===== src/hdl/rpe_pkg.sv =====
`default_nettype none

package rpe_pkg;

    // largest opcode buffer that a patch may address
    localparam int MAX_OPCODE_BYTES = 16;

    // entries in the queue between front and back
    localparam int QUEUE_DEPTH = 2;

    // patch kinds
    localparam logic [3:0] CMD_UBYTE      = 4'd0;
    localparam logic [3:0] CMD_SBYTE      = 4'd1;
    localparam logic [3:0] CMD_HIGH_OFS   = 4'd2;
    localparam logic [3:0] CMD_BYTE2WORD  = 4'd3;
    localparam logic [3:0] CMD_SBYTE2WORD = 4'd4;
    localparam logic [3:0] CMD_BYTE2PTR   = 4'd5;
    localparam logic [3:0] CMD_SBYTE2PTR  = 4'd6;
    localparam logic [3:0] CMD_PTR24      = 4'd7;
    localparam logic [3:0] CMD_WORD       = 4'd8;
    localparam logic [3:0] CMD_WORD_BE    = 4'd9;
    localparam logic [3:0] CMD_DWORD      = 4'd10;
    localparam logic [3:0] CMD_JR         = 4'd11;
    localparam logic [3:0] CMD_JRE        = 4'd12;
    localparam logic [3:0] CMD_ASSIGN     = 4'd13;
    localparam logic [3:0] CMD_UNDEF      = 4'd14;

    // status codes
    localparam logic [1:0] ST_OK    = 2'd0;
    localparam logic [1:0] ST_WARN  = 2'd1;
    localparam logic [1:0] ST_ERROR = 2'd2;
    localparam logic [1:0] ST_UNDEF = 2'd3;

    // one patch request
    typedef struct packed {
        logic        [3:0]  command;
        logic signed [31:0] expr_value;
        logic        [23:0] instr_address;
        logic        [4:0]  opcode_length;
        logic        [3:0]  patch_offset;
        logic        [4:0]  buffer_length;
    } t_patch_in;

    // one patch result
    typedef struct packed {
        logic [7:0] byte_0;
        logic [7:0] byte_1;
        logic [7:0] byte_2;
        logic [7:0] byte_3;
        logic [3:0] write_mask;
        logic [1:0] status;
    } t_patch_out;

    // classified patch, handed from front to back
    typedef struct packed {
        logic [3:0]  command;
        logic [31:0] bits;
        logic        ext;
        logic [1:0]  status;
        logic [2:0]  byte_count;
        logic [3:0]  offset;
        logic [4:0]  blen;
    } t_work;

endpackage

`default_nettype wire


===== src/hdl/relocation_patch_encoder.sv =====
`default_nettype none

// Fix-up patch encoder. A request is taken at each clock edge where start is
// high and busy is low; its result passes the queue and the result register
// and appears on o_result with o_done high for one cycle. One request per
// cycle is sustained: the back end empties the front-to-back queue by one entry
// every cycle, so the queue never fills and busy stays low in normal operation.
// The result port cannot be stalled; take each result in the cycle o_done is high.
module relocation_patch_encoder #(
    parameter int MAX_OPCODE_BYTES = rpe_pkg::MAX_OPCODE_BYTES,
    parameter int QUEUE_DEPTH      = rpe_pkg::QUEUE_DEPTH
) (
    input  var logic                i_clk,
    input  var logic                i_rst_n,
    input  var logic                start,
    output var logic                busy,
    input  var rpe_pkg::t_patch_in  i_patch,
    output var logic                o_done,
    output var rpe_pkg::t_patch_out o_result
);
    import rpe_pkg::*;

    t_work front_work;
    t_work head_work;
    logic  q_empty;
    logic  q_full;
    logic  accept;

    assign busy   = q_full;
    assign accept = start && !q_full;

    // front: adjust and classify
    rpe_front #(
        .MAX_BYTES(MAX_OPCODE_BYTES)
    ) u_front (
        .i_patch(i_patch),
        .o_work (front_work)
    );

    // queue between front and back
    rpe_queue #(
        .DEPTH(QUEUE_DEPTH)
    ) u_queue (
        .i_clk  (i_clk),
        .i_rst_n(i_rst_n),
        .i_push (accept),
        .i_data (front_work),
        .i_pop  (!q_empty),
        .o_data (head_work),
        .o_empty(q_empty),
        .o_full (q_full)
    );

    // back: byte layout, mask and result register
    rpe_back u_back (
        .i_clk   (i_clk),
        .i_rst_n (i_rst_n),
        .i_valid (!q_empty),
        .i_work  (head_work),
        .o_done  (o_done),
        .o_result(o_result)
    );

    // each accepted transfer yields a result strobe after the queue and the result register
    a_latency: assert property (@(posedge i_clk) disable iff (!i_rst_n)
        accept |-> ##2 o_done)
        else $error("result strobe missing after accepted transfer");

    // a range error writes nothing
    a_error_no_write: assert property (@(posedge i_clk) disable iff (!i_rst_n)
        (o_done && o_result.status == ST_ERROR) |-> (o_result.write_mask == 4'd0))
        else $error("range error with nonzero write mask");

    // byte 3 reads as zero when its mask bit is clear
    a_masked_zero: assert property (@(posedge i_clk) disable iff (!i_rst_n)
        (o_done && !o_result.write_mask[3]) |-> (o_result.byte_3 == 8'h00))
        else $error("unwritten byte not cleared");

endmodule

`default_nettype wire


===== src/hdl/rpe_front.sv =====
`default_nettype none

module rpe_front #(
    parameter int MAX_BYTES = rpe_pkg::MAX_OPCODE_BYTES
) (
    input  var rpe_pkg::t_patch_in i_patch,
    output var rpe_pkg::t_work     o_work
);
    import rpe_pkg::*;

    localparam int         LP_CLAMP    = (MAX_BYTES < 31) ? MAX_BYTES : 31;
    localparam logic [4:0] LP_BLEN_MAX = 5'(LP_CLAMP);

    localparam logic signed [33:0] LP_M128   = -34'sd128;
    localparam logic signed [33:0] LP_P127   = 34'sd127;
    localparam logic signed [33:0] LP_P255   = 34'sd255;
    localparam logic signed [33:0] LP_M8000  = -34'sd32768;
    localparam logic signed [33:0] LP_P7FFF  = 34'sd32767;

    logic              rel;
    logic [24:0]       base;
    logic signed [33:0] v;
    logic              lt_m128;
    logic              gt_127;
    logic              gt_255;
    logic              lt_0;
    logic              hi_bad;
    logic              jre_bad;

    // relative jumps subtract address plus opcode size at full width
    assign rel  = (i_patch.command == CMD_JR) || (i_patch.command == CMD_JRE);
    assign base = rel ? ({1'b0, i_patch.instr_address} + {20'd0, i_patch.opcode_length})
                      : 25'd0;
    assign v    = {{2{i_patch.expr_value[31]}}, i_patch.expr_value} - $signed({9'd0, base});

    // range flags
    assign lt_m128 = v < LP_M128;
    assign gt_127  = v > LP_P127;
    assign gt_255  = v > LP_P255;
    assign lt_0    = v[33];
    assign hi_bad  = (v[15:8] != 8'h00) && (v[15:8] != 8'hff);
    assign jre_bad = (v < LP_M8000) || (v > LP_P7FFF);

    // classify kind into status and written byte count
    always_comb begin
        o_work.command    = i_patch.command;
        o_work.bits       = v[31:0];
        o_work.ext        = lt_0 | gt_127;
        o_work.offset     = i_patch.patch_offset;
        o_work.blen       = (i_patch.buffer_length > LP_BLEN_MAX) ? LP_BLEN_MAX
                                                                  : i_patch.buffer_length;
        o_work.status     = ST_OK;
        o_work.byte_count = 3'd0;
        unique case (i_patch.command)
            CMD_UBYTE: begin
                o_work.status     = (lt_m128 || gt_255) ? ST_WARN : ST_OK;
                o_work.byte_count = 3'd1;
            end
            CMD_SBYTE: begin
                o_work.status     = (lt_m128 || gt_127) ? ST_WARN : ST_OK;
                o_work.byte_count = 3'd1;
            end
            CMD_HIGH_OFS: begin
                o_work.status     = hi_bad ? ST_WARN : ST_OK;
                o_work.byte_count = 3'd1;
            end
            CMD_BYTE2WORD: begin
                o_work.status     = (lt_0 || gt_255) ? ST_WARN : ST_OK;
                o_work.byte_count = 3'd2;
            end
            CMD_SBYTE2WORD: begin
                o_work.status     = (lt_m128 || gt_127) ? ST_WARN : ST_OK;
                o_work.byte_count = 3'd2;
            end
            CMD_BYTE2PTR: begin
                o_work.status     = (lt_0 || gt_255) ? ST_WARN : ST_OK;
                o_work.byte_count = 3'd3;
            end
            CMD_SBYTE2PTR: begin
                o_work.status     = (lt_m128 || gt_127) ? ST_WARN : ST_OK;
                o_work.byte_count = 3'd3;
            end
            CMD_PTR24:   o_work.byte_count = 3'd3;
            CMD_WORD:    o_work.byte_count = 3'd2;
            CMD_WORD_BE: o_work.byte_count = 3'd2;
            CMD_DWORD:   o_work.byte_count = 3'd4;
            CMD_JR: begin
                o_work.status     = (lt_m128 || gt_127) ? ST_ERROR : ST_OK;
                o_work.byte_count = (lt_m128 || gt_127) ? 3'd0 : 3'd1;
            end
            CMD_JRE: begin
                o_work.status     = jre_bad ? ST_ERROR : ST_OK;
                o_work.byte_count = jre_bad ? 3'd0 : 3'd2;
            end
            CMD_ASSIGN: o_work.byte_count = 3'd0;
            default:    o_work.status     = ST_UNDEF;
        endcase
    end

endmodule

`default_nettype wire


===== src/hdl/rpe_queue.sv =====
`default_nettype none

module rpe_queue #(
    parameter int DEPTH = rpe_pkg::QUEUE_DEPTH
) (
    input  var logic           i_clk,
    input  var logic           i_rst_n,
    input  var logic           i_push,
    input  var rpe_pkg::t_work i_data,
    input  var logic           i_pop,
    output var rpe_pkg::t_work o_data,
    output var logic           o_empty,
    output var logic           o_full
);
    import rpe_pkg::*;

    localparam int LP_PW = (DEPTH > 1) ? $clog2(DEPTH) : 1;
    localparam int LP_CW = $clog2(DEPTH + 1);
    localparam logic [LP_CW-1:0] LP_DEPTH = LP_CW'(DEPTH);
    localparam logic [LP_PW-1:0] LP_LAST  = LP_PW'(DEPTH - 1);

    t_work            r_mem [DEPTH];
    logic [LP_PW-1:0] r_wptr;
    logic [LP_PW-1:0] r_rptr;
    logic [LP_CW-1:0] r_count;
    logic             do_push;
    logic             do_pop;

    assign o_empty = (r_count == '0);
    assign o_full  = (r_count == LP_DEPTH);
    assign do_push = i_push && !o_full;
    assign do_pop  = i_pop && !o_empty;
    assign o_data  = r_mem[r_rptr];

    // storage, no reset needed
    always_ff @(posedge i_clk) begin
        if (do_push) begin
            r_mem[r_wptr] <= i_data;
        end
    end

    // pointers and fill count
    always_ff @(posedge i_clk) begin
        if (!i_rst_n) begin
            r_wptr  <= '0;
            r_rptr  <= '0;
            r_count <= '0;
        end else begin
            if (do_push) begin
                r_wptr <= (r_wptr == LP_LAST) ? '0 : r_wptr + 1'b1;
            end
            if (do_pop) begin
                r_rptr <= (r_rptr == LP_LAST) ? '0 : r_rptr + 1'b1;
            end
            r_count <= r_count + LP_CW'(do_push) - LP_CW'(do_pop);
        end
    end

endmodule

`default_nettype wire


===== src/hdl/rpe_back.sv =====
`default_nettype none

module rpe_back (
    input  var logic                i_clk,
    input  var logic                i_rst_n,
    input  var logic                i_valid,
    input  var rpe_pkg::t_work      i_work,
    output var logic                o_done,
    output var rpe_pkg::t_patch_out o_result
);
    import rpe_pkg::*;

    logic [7:0] raw [4];
    logic [7:0] ext_byte;
    logic [4:0] pos [4];
    logic [3:0] mask;
    t_patch_out n_result;
    logic       r_done;
    t_patch_out r_result;

    assign ext_byte = i_work.ext ? 8'hff : 8'h00;

    // byte layout per kind
    always_comb begin
        raw[0] = i_work.bits[7:0];
        raw[1] = 8'h00;
        raw[2] = 8'h00;
        raw[3] = 8'h00;
        unique case (i_work.command)
            CMD_SBYTE2WORD: raw[1] = ext_byte;
            CMD_SBYTE2PTR: begin
                raw[1] = ext_byte;
                raw[2] = ext_byte;
            end
            CMD_PTR24: begin
                raw[1] = i_work.bits[15:8];
                raw[2] = i_work.bits[23:16];
            end
            CMD_WORD, CMD_JRE: raw[1] = i_work.bits[15:8];
            CMD_WORD_BE: begin
                raw[0] = i_work.bits[15:8];
                raw[1] = i_work.bits[7:0];
            end
            CMD_DWORD: begin
                raw[1] = i_work.bits[15:8];
                raw[2] = i_work.bits[23:16];
                raw[3] = i_work.bits[31:24];
            end
            default: raw[1] = 8'h00;
        endcase
    end

    // mask: byte written by the kind and inside the buffer
    always_comb begin
        for (int i = 0; i < 4; i++) begin
            pos[i]  = {1'b0, i_work.offset} + 5'(i);
            mask[i] = (3'(i) < i_work.byte_count) && (pos[i] < i_work.blen);
        end
    end

    always_comb begin
        n_result.byte_0     = mask[0] ? raw[0] : 8'h00;
        n_result.byte_1     = mask[1] ? raw[1] : 8'h00;
        n_result.byte_2     = mask[2] ? raw[2] : 8'h00;
        n_result.byte_3     = mask[3] ? raw[3] : 8'h00;
        n_result.write_mask = mask;
        n_result.status     = i_work.status;
    end

    // result register and strobe
    always_ff @(posedge i_clk) begin
        if (!i_rst_n) begin
            r_done <= 1'b0;
        end else begin
            r_done <= i_valid;
        end
    end

    always_ff @(posedge i_clk) begin
        if (i_valid) begin
            r_result <= n_result;
        end
    end

    assign o_done   = r_done;
    assign o_result = r_result;

endmodule

`default_nettype wire


===== config.mk =====
export PLATFORM = sky130hd
export DESIGN_NAME = relocation_patch_encoder
export DESIGN_NICKNAME = d
export VERILOG_FILES = /design/src/hdl/rpe_pkg.sv /design/src/hdl/relocation_patch_encoder.sv /design/src/hdl/rpe_front.sv /design/src/hdl/rpe_queue.sv /design/src/hdl/rpe_back.sv
export SDC_FILE = /design/constraint.sdc
export NUM_CORES = 1
export LEC_CHECK = 0
export BUFFER_PORTS_ARGS = -buffer_cell sky130_fd_sc_hd__buf_2
export CAP_MARGIN = 20
export CORE_MARGIN = 1.5
export CORE_UTILIZATION = 65
export CTS_BUF_LIST = sky130_fd_sc_hd__clkbuf_8
export DETAILED_ROUTE_END_ITERATION = 10
export PLACE_DENSITY = 0.86
export SYNTH_ARGS = -nofsm -noshare
export SYNTH_HDL_FRONTEND = slang
export SYNTH_SLANG_ARGS = --single-unit

===== constraint.sdc =====
create_clock -name i_clk -period 7.73 [get_ports i_clk]
set_clock_uncertainty 0.05 [all_clocks]
set_input_delay 0.3865 -clock i_clk [delete_from_list [all_inputs] [get_ports i_clk]]
set_output_delay 0.3865 -clock i_clk [all_outputs]
set_load 0.01 [all_outputs]

## Yosys cells after proc, flatten, opt, wreduce, memory -nomap -nowiden

Memory sizes are Yosys's and may differ from the RTL's. A register that Yosys moved wholly into a read port is not among the register bits.
Cells that the tools add are included.

- Add/subtract/negate cells: 9
- Magnitude comparators: 14
- Equality and inequality tests: 22
- Multiplexer cells: 22
- Bitwise logic cells: 1
- Reduce and logical (&&, ||, !) cells: 27

Operator list:

| operator | number |
|---|---|
| $eq A4 B4 Y1 const B | 10 |
| $gt A34 B16 Y1 const B | 1 |
| $gt A34 B8 Y1 const B | 1 |
| $gt A34 B9 Y1 const B | 1 |
| $lt A34 B16 Y1 const B | 1 |
| $lt A34 B8 Y1 const B | 1 |
| $sub A32 B26 Y33 | 1 |
| $eq A4 B3 Y1 const B | 7 |
| $add A24 B5 Y25 | 1 |
| $mux W25 | 1 |
| $pmux W8 S3 | 1 |
| $pmux W3 S6 | 1 |
| $mux W8 | 2 |
| $pmux W8 S2 | 1 |
| $lt A5 B5 Y1 | 3 |
| $pmux W2 S7 | 1 |
| $mux W1 | 11 |
| $add A4 B2 Y5 const B | 2 |
| $reduce_or A3 Y1 | 3 |
| $eq A4 B2 Y1 const B | 2 |
| $ne A8 B8 Y1 const B | 1 |
| $reduce_bool A8 Y1 | 1 |
| $reduce_or A4 Y1 | 2 |
| $logic_and A1 B1 Y1 | 7 |
| 20 further kinds | 32 |

- Flip-flop bits (word level): 43
- Memory bits (writable): 102
- Memories kept: 1

Memory list:

| memory | depth | width | rd ports | clocked after memory_dff | wr ports | line | text |
|---|---|---|---|---|---|---|---|
| u_queue.r_mem | 2 | 51 | 1 | 1 | 1 | rpe_queue.sv:22 | `t_work r_mem [DEPTH];` |

## Logic depth before layout (Yosys ltp)

- Word-level depth: 8
- Mapped depth: 23

## Modules after synthesis

Synthesis repeated with hierarchy kept, for this count alone.

- Cells, all modules: 873
- Area total of the unflattened synthesis: 9590.4 sq um

Modules (own cells, without submodules):

| module | times used | cells an instance | area each (sq um) | sequential area each (sq um) |
|---|---|---|---|---|
| rpe_queue | 1 | 186 | 4170.2 | 3163.0 |
| rpe_front | 1 | 485 | 3191.8 | 0.0 |
| rpe_back | 1 | 200 | 2210.9 | 1161.1 |
| relocation_patch_encoder | 1 | 2 | 17.5 | 0.0 |

## Worst setup path after synthesis

Ideal clock, no wire load.

- Path kind: input port to flip-flop
- Start: input port i_patch[9] in the netlist's numbering
- End: memory u_queue.r_mem[0][13] in the netlist's numbering, data pin
- Data arrival time: 4.696 ns
- Data required time: 7.417 ns
- Slack: 2.722 ns
- Stages on the path: 21
- Buffers on the path: 1
- Path through: ha_1 -> fa_1 -> a21o_1 -> a21oi_1 -> nor2b_1 -> o21ai_1 -> nor3_1 -> nand3_1 -> xnor2_1 -> nand2_1 -> ha_1 -> clkbuf_1 -> a21o_1 -> a221oi_1 -> nand2_1 -> o311ai_0 -> nand3_1 -> nor4_1 -> a32oi_1 -> nor2b_1 -> o31a_1

RTL lines:

| what | line | text |
|---|---|---|
| start: declaration | relocation_patch_encoder.sv:17 | `input var rpe_pkg::t_patch_in i_patch,` |
| end: declaration | rpe_queue.sv:22 |  |

==> impl_metrics.csv <==
group,metric,value,unit
logic_synthesis,async_flop_share,0,%
clock_network,cts_buffers,17,
die,fp.dieW,122,um
placement,dp.final_hpwl,15.5,mm
clock_network,root_buffer,"clkbuf_8",
clock_network,clk_latency,0.44,ns
die,die_area,15000,um2
hold_path,hold_path_class,"in2reg",
placement,gp_congestion,0.889,
power_and_ir_drop,power_leakage,3.84,nW
logic_synthesis,synth_fa_ha_area_share,7.33,%
timing,layout_worst_path_cycle_share,71.7,%
logic_synthesis,synth_xor_area_share,4.16,%
logic_synthesis,synth-edff-count,140,
setup_path,reg2reg_to,"u_back.o_result[9]",
routing,drt_iter0_markers,508,
logic_synthesis,synthCells,852,
routing,finalWirelength,21.1,mm
placement,post-place-ws,1.79,ns
timing,setup_slack,2.19,ns
logic_synthesis,synth_top_area_share,45.4,%
routing,final_antenna_net_count,0,
setup_path,cp.required,7.87,ns
logic_synthesis,yosysWarnings,0,
clock_network,hold_buffers,0,
hold_path,whs_endpoint,"u_queue.r_mem[1][8]",
timing,max_freq,180,MHz
timing,holdWs,0.0989,ns
setup_path,critPathArrivalTime,5.68,ns
timing,maxSlewHeadroom,37.1,%
hold_path,min_from,"i_patch[8]",
power_and_ir_drop,ir_worst_vdd,0.0000966,V
setup_path,crit_type,"in2reg",
die,num_rows,43,
die,start_util,66.7,%
timing,hold_violations,0,
clock_network,cts_tree,"yes",
finish,nets,1091,
finish,antenna_cells,0,
logic_synthesis,ys_top_cells_by_count,"edfxtp_1 (140), nand2_1 (86), nor2_1 (55), ha_1 (51), a21oi_1 (49)",
global_route,grt_max_degree,59,
setup_path,r2r_slack,4.25,ns
clock_network,cts_sinks,146,
global_route,antenna_found_initial,0,
die,io_pins,117,
setup_path,r2r_cells,10,
clock_network,cts_resized,0,
logic_synthesis,ys_top_cells_by_area,"edfxtp_1 (45%), ha_1 (6.9%), mux2_2 (3.5%), nand2_1 (3.5%), xnor2_1 (3.0%)",
logic_synthesis,yosysSeqAreaShare,46.7,%
routing,firstDrtPassIters,5,
logic_synthesis,synth_cell_type_count,76,
setup_path,cp-end-kind,"flip-flop",
global_route,grt_overflow,0,
logic_synthesis,synth_top_family_by_area,"simple AND/OR/NAND/NOR gates",
outcome,status,"completed",
routing,routed_via_density,6.26,
timing,setup_viol,0,
logic_synthesis,synth_seq_cells,146,
global_route,grtUsageTotal,28.9,%
setup_path,cp_max_fo,10,
logic_synthesis,synth_area,9260,um2
timing,tightest_slew,0.944,ns
die,core_area,13900,um2
logic_synthesis,synthFlopType,"edfxtp_1",
run,cap_violations,0,
timing,fin_crit,5.54,ns
timing,rsz0062_at_grt,"false",
logic_synthesis,syn_nets,982,
die,die_h,122,um
logic_synthesis,yosysMostFrequentCell,"edfxtp_1",
finish,syn_to_final_growth,11.9,%
finish,design_area,10400,um2
power_and_ir_drop,p_per_area,186,nW/um2
clock_network,cts_max_level,4,
routing,vias,7222,
logic_synthesis,yosysTopAreaCell,"edfxtp_1",
placement,io_buffer_count,116,
placement,placed_area,9980,um2
global_route,grt_pass1_wl,33.4,mm
clock_network,cts_max_path_buffers,2,
hold_path,min_path_cells,1,
logic_synthesis,synth_compound_area_share,15.5,%
clock_network,clkSlewWorstSetupHoldPaths,0.07,ns
global_route,first_global_vias,6980,
logic_synthesis,synth_mux_area_share,7.53,%
logic_synthesis,synth_simple_gate_area_share,16.5,%
finish,drive_gt1_share,22.0,%
setup_path,start_kind,"primary input",
routing,drc_errors,0,
timing,setup_tns,0,ns
logic_synthesis,avgSynthCellArea,10.9,um2
clock_network,post_cts_buffers,0,
timing,slew_violations,0,
routing,wl_per_cell,18.3,um
## final cells by class
type	instances	area, um2
multi-input combinational	651	4730
clock buffer	17	234
timing repair buffer	121	618
sequential	146	4330
tap	180	225
clock inverter	15	136
inverter	24	90.1
fill	951	3530
## metal layers
metal | track usage [%] | wire length, um | up-vias
met2 | 50.7 | 10700 | 320
met3 | 5.02 | 1330 | 49
li1 | - | - | 3479
met4 | 10.9 | 496 | 0
met5 | 0 | 0 | -
met1 | 35.8 | 8570 | 3374
## flip-flops by register name, indices dropped and copies added (netlist names), named ones only
name,flops
u_queue.r_mem,102
u_queue.r_wptr,1
u_queue.r_count,2
u_queue.r_rptr,1
u_back.o_result,38
u_back.o_done,1
## critical path, cell delays in order
cell and delay [ns]:
buf_2 0.10, ha_1 0.23, fa_1 0.41, a21o_1 0.19
a21oi_1 0.21, nor2b_1 0.07, o21ai_1 0.38, nor3_1 0.19
nand3_1 0.14, xnor2_1 0.12, nand2_1 0.07, ha_1 0.42
a21o_1 0.25, a221oi_1 0.51, nand2_1 0.10, o311ai_0 0.73
nand3_1 0.20, nor4_1 0.40, a32oi_1 0.13, nor2b_1 0.17
o31a_1 0.28
## worst max-delay path by stage
stage	start	slack [ns]	cells after the start	endpoint
2_1_floorplan	i_patch[9]	2.72	21	u_queue.r_mem[0][13]
3_3_place_gp	i_patch[9]	2.02	21	u_queue.r_mem[0][13]
3_5_place_dp	i_patch[9]	1.79	21	u_queue.r_mem[1][13]
4_1_cts	i_patch[9]	2.27	21	u_queue.r_mem[1][13]
5_1_grt	i_patch[9]	1.84	21	u_queue.r_mem[1][12]
6_report	i_patch[9]	2.19	21	u_queue.r_mem[1][13]
## placed cells by master, fill, tap and decap left out, types with 4 or more instances in the layout
| cell | n |
|---|---|
| mux2_2 | 29 |
| nand2b_1 | 14 |
| o211ai_1 | 12 |
| and2_1 | 13 |
| clkinv_4 | 5 |
| mux4_2 | 8 |
| xor2_1 | 12 |
| nor2_1 | 54 |
| a31oi_1 | 4 |
| nor4_1 | 5 |
| o21ai_1 | 4 |
| or3_1 | 12 |
| or2_2 | 8 |
| a221oi_1 | 12 |
| nand2_1 | 86 |
| or4_1 | 4 |
| clkbuf_8 | 17 |
| a21o_1 | 16 |
| nor3_1 | 16 |
| nor2b_1 | 18 |
| a21oi_1 | 49 |
| edfxtp_1 | 140 |
| o21ai_0 | 31 |
| ha_1 | 51 |
| mux2i_1 | 19 |
| and3_1 | 16 |
| o21a_1 | 13 |
| a211oi_1 | 7 |
| buf_2 | 116 |
| xnor2_1 | 32 |
| dfxtp_1 | 5 |
| nand3_1 | 17 |
| nand4_1 | 17 |
| buf_4 | 4 |
| inv_1 | 25 |
| and4_1 | 5 |
## logic make-up (layout without fill, tap and decap cells)
family                     count (synthesis)  count (layout)
muxes                                     56              56
and+or+nand+nor                          298             298
adders and majority gates                 53              53
AOI/OAI and AO/OA                        200             200
buffers and inverters                     55             177
xor gates and xnor gates                  44              44
DFF                                      146             146
## power by group
group	total, mW	internal (mW)	switching [mW]
clock network	0.546	0.256	0.289
registers	0.956	0.937	0.0189
logic	0.429	0.168	0.261
## metrics by stage
stage | util [%] | cells | power (mW)
floorplan | - | 852 | 1.26
global placement | 71.9 | 1121 | 1.37
detailed placement | 71.9 | 1121 | 1.39
CTS | 74.5 | 1153 | 1.93
global route | 74.6 | 1154 | 2.01
finish | 74.6 | 1154 | 1.93
(Power assumes the default switching activity.)
